File: config.mk
export PLATFORM = sky130hd
export DESIGN_NAME = btin_cell
export DESIGN_NICKNAME = d
export VERILOG_FILES = /design/src/sv/btin_pkg.sv /design/src/sv/btin_cell.sv
export SDC_FILE = /design/constraint.sdc
export NUM_CORES = 1
export LEC_CHECK = 0
export BUFFER_PORTS_ARGS = -buffer_cell sky130_fd_sc_hd__buf_4
export CELL_PAD_IN_SITES_DETAIL_PLACEMENT = 1
export CELL_PAD_IN_SITES_GLOBAL_PLACEMENT = 1
export CORE_MARGIN = 10
export CORE_UTILIZATION = 26
export CTS_CLUSTER_SIZE = 25
export DETAILED_ROUTE_END_ITERATION = 10
export PLACE_DENSITY = 0.89
export SETUP_SLACK_MARGIN = 0.1
export SLEW_MARGIN = 5
export SYNTH_ARGS = -nofsm -noshare
export SYNTH_HDL_FRONTEND = slang
export SYNTH_SLANG_ARGS = --single-unit
File: constraint.sdc
create_clock -name i_clk -period 3.4 [get_ports i_clk]
set_input_delay 0.68 -clock i_clk [delete_from_list [all_inputs] [get_ports i_clk]]
set_output_delay 0.68 -clock i_clk [all_outputs]
set_load 0.02 [all_outputs]
File: src/sv/btin_pkg.sv
// btin_pkg: shared types and constants of the b+ tree internal node table
`timescale 1ns / 1ps
package btin_pkg;

    // default sizes of the node
    localparam int CAPACITY_DEF    = 64;
    localparam int KEY_WIDTH_DEF   = 32;
    localparam int CHILD_WIDTH_DEF = 32;

    // max_entries register
    localparam int              CFG_WIDTH         = 7;
    localparam logic [6:0]      MAX_ENTRIES_RESET = 7'd64;

    // result status field
    localparam int STATUS_WIDTH = 3;

    // operation codes carried in the input tuser
    typedef enum logic [1:0] {
        OP_LOOKUP    = 2'd0,
        OP_INSERT    = 2'd1,
        OP_REM_CHILD = 2'd2,
        OP_REM_POS   = 2'd3
    } t_opcode;

    // result status codes
    typedef enum logic [STATUS_WIDTH-1:0] {
        ST_OK        = 3'd0,
        ST_EMPTY     = 3'd1,
        ST_FULL      = 3'd2,
        ST_NOT_FOUND = 3'd3,
        ST_BAD_POS   = 3'd4
    } t_status;

    // per-cell update control
    typedef struct packed {
        logic load_new;  // store the new key and child
        logic shift_r;   // take the entry of the left neighbor
        logic shift_l;   // take the entry of the right neighbor
    } t_cell_ctl;

endpackage

File: src/sv/btin_cell.sv
// btin_cell: one entry of the node with its compare flags and shift path
`timescale 1ns / 1ps
module btin_cell
    import btin_pkg::*;
#(
    parameter int KEY_WIDTH   = KEY_WIDTH_DEF,
    parameter int CHILD_WIDTH = CHILD_WIDTH_DEF,
    parameter int CNT_W       = 7,
    parameter int IDX         = 0
) (
    input  logic                   i_clk,
    input  t_cell_ctl              i_ctl,
    input  logic [CNT_W-1:0]       i_count,
    input  logic [KEY_WIDTH-1:0]   i_search_key,
    input  logic [CHILD_WIDTH-1:0] i_target_child,
    input  logic [KEY_WIDTH-1:0]   i_new_key,
    input  logic [CHILD_WIDTH-1:0] i_new_child,
    input  logic [KEY_WIDTH-1:0]   i_left_key,
    input  logic [CHILD_WIDTH-1:0] i_left_child,
    input  logic [KEY_WIDTH-1:0]   i_right_key,
    input  logic [CHILD_WIDTH-1:0] i_right_child,
    output logic [KEY_WIDTH-1:0]   o_key,
    output logic [CHILD_WIDTH-1:0] o_child,
    output logic                   o_le,
    output logic                   o_cm
);

    logic [KEY_WIDTH-1:0]   r_key;
    logic [CHILD_WIDTH-1:0] r_child;
    logic                   r_le;
    logic                   r_cm;
    logic                   live;

    // entry is inside the filled part of the node
    assign live = CNT_W'(IDX) < i_count;

    // compare flags, registered every cycle
    always_ff @(posedge i_clk) begin
        if (IDX == 0) begin
            r_le <= live;
        end else begin
            r_le <= live && (r_key <= i_search_key);
        end
        r_cm <= live && (r_child == i_target_child);
    end

    // entry update: new value, shift right or shift left
    always_ff @(posedge i_clk) begin
        if (i_ctl.load_new) begin
            r_key   <= i_new_key;
            r_child <= i_new_child;
        end else if (i_ctl.shift_r) begin
            r_key   <= i_left_key;
            r_child <= i_left_child;
        end else if (i_ctl.shift_l) begin
            r_key   <= i_right_key;
            r_child <= i_right_child;
        end
    end

    assign o_key   = r_key;
    assign o_child = r_child;
    assign o_le    = r_le;
    assign o_cm    = r_cm;

endmodule

==> results.cfg <==
[run_status]
status = finished clean

[clock_network]
ctsHoldBuffers = 0
cts-htree-levels = 3
cts_resized = 0
clockBufferDepth = 2
cts_made_buffers = 9
postCtsSetupBuffers = 0
clock_latency_ns = 0.32
clkTransAtPathRegs_ns = 0.05
clock_sinks = 66
cts_tree = done
root_buffer = clkbuf_16

[finish]
syn_to_final_growth_pct = 72.2
fin_cells = 805
layout_commonest_cell = buf_4
final_util = 0.457
final_cell_mix = 305 x buf_4, 66 x nand2_1, 64 x mux2i_1, 64 x edfxtp_1, 50 x o21ai_1
drive_above_1_share = 0.514
final_nets = 889
diodes = 0
fillCellCount = 1547

[die]
coreArea_um2 = 13900
rows = 43
die_y_um = 139
die_area_um2 = 19300
fp.dieW_um = 139
start_util = 0.266
io_pins = 333

[worst_setup_path]
r2r_slack_ns = 1.91
worst_path_max_delay_cell = buf_4
critPathBufInv = 2
cpMostUsedCell = buf_4
critPathKind = in2reg
worstSetupStartpointType = input pin
end_kind = flop
crit_chain = buf_4 > or3_2 > buf_4
critPathMaxFanout = 64
reg2reg_from = o_child[8]
critPathRequiredTime_ns = 3.34
cp_num_cells = 3
r2r_cells = 4
r2r-end = o_cm
crit_arrival_ns = 1.95
cp-startpoint = i_ctl[1]
endpoint = o_child[29]
crit_family = buffers and inverters
slowest_delay_ns = 0.66

[timing]
fmax_mhz = 498
rsz0062_at_grt = false
relSlewSlack = 0.422
timing.hold.ws_ns = 0.633
finalSetupViolCount = 0
skew_ns = 0.00787
drv_slew = 0
fin_tns_setup_ns = 0
period_share = 0.591
min_period_ns = 2.01
hold_violations = 0
worst_pin_slew_ns = 0.868

[route]
ant_nets = 0
avgViaCountPerCell = 4.53
remaining_drc_errors = 0
via_count = 3645
wl_per_cell_um = 20.2
drtIter0Drc = 104
first_pass_iters = 4
wl_mm = 16.2

[synthesis]
avgSynthCellArea_um2 = 11.3
synth-warning-count = 0
yosysSeqAreaShare = 0.532
ys_ff_latch = 66
syn_inst = 327
syn-cell-area_um2 = 3690
synth_cell_type_count = 18
synth_nets = 594

[hold_path]
hp-class = in2reg

[global_route]
grt_start_max_net_pins = 73
grt_first_pass_wirelength_mm = 24.4
antenna_found_initial = 0
track_usage = 0.161
first_global_vias = 4241
gr-total-overflow = 0

[placed_design]
port_buffers = 300
gp_congestion = 0.942
place_inst = 791
dp.final_hpwl_mm = 13.9

[power]
p_per_area_nw_per_um2 = 415
leakagePower_uw = 0.00305
total_power_uw = 2640
peakVddDrop_mv = 0.195

[run]
drv_cap = 0
-- final cells by class --
type	instances	area [um2]	share of cell area
timing repair buffer	305	2290	0.361
sequential	66	1960	0.309
multi-input combinational	240	1600	0.252
clock buffer	10	229	0.0361
tap	180	225	0.0355
clock inverter	4	45.0	0.00709
-- worst min path at each step --
stage,end,depth (start not counted),slack [ns],start
final,o_le,3,0.63,i_count[5]
after detailed placement,o_cm,4,0.77,o_child[5]
after global routing,o_le,3,0.63,i_count[5]
after global placement,o_cm,4,0.77,o_child[9]
after floorplan,o_le,2,0.79,i_count[0]
after CTS,o_le,3,0.62,i_count[5]
-- Yosys cell counts, drive strengths merged --
cell,n,area share
nor3,2,0.0041
nand4,1,0.0017
nand3,1,0.0014
nor4,9,0.020
or3,1,0.0017
o21ai,64,0.087
edfxtp,64,0.52
nand2,66,0.067
mux2i,64,0.17
xor2,32,0.076
dfxtp,2,0.011
clkbuf,11,0.011
buf,10,0.023
-- worst reg2reg max path: cells and delay by family, from the launching register on --
family / cells / cell delay [ns]
simple gates: 3 / 0.78
xor+xnor: 1 / 0.18
flops: 1 / 0.46
-- layer usage --
layer,part of all wire,vias to the layer above,GRT usage
met3,0.12,9,0.0863
met2,0.51,201,0.284
met4,0.011,0,0.0379
li1,-,1769,-
met5,0,-,0
met1,0.36,1666,0.162
-- stage by stage --
| step | setup slack [ns] | area, um2 |
|---|---|---|
| after floorplan | 0.673 | 3690 |
| after global placement | 1.10 | 6070 |
| after detailed placement | 1.05 | 6070 |
| after CTS | 1.39 | 6350 |
| after global routing | 1.30 | 6350 |
| final | 1.39 | 6350 |
-- where the power goes --
| part | switching, uW | internal (uW) |
|---|---|---|
| sequential | 51.2 | 1000 |
| combinational | 341 | 366 |
| clock | 321 | 554 |
| total | 714 | 1920 |
-- state kept, by name (all words and copies together) (netlist names) --
| name | cells |
|---|---|
| o_le | 1 |
| o_cm | 1 |
| o_key | 32 |
| o_child | 32 |
-- logic make-up after synthesis --
logic type	after synthesis	synth area share
muxes	64	0.174
xor gates and xnor gates	32	0.0760
DFF	66	0.532
buffers and inverters	21	0.0346
and+or+nand+nor	80	0.0964
AOI/OAI and AO/OA	64	0.0869
Power figures use the tool's default switching activity.
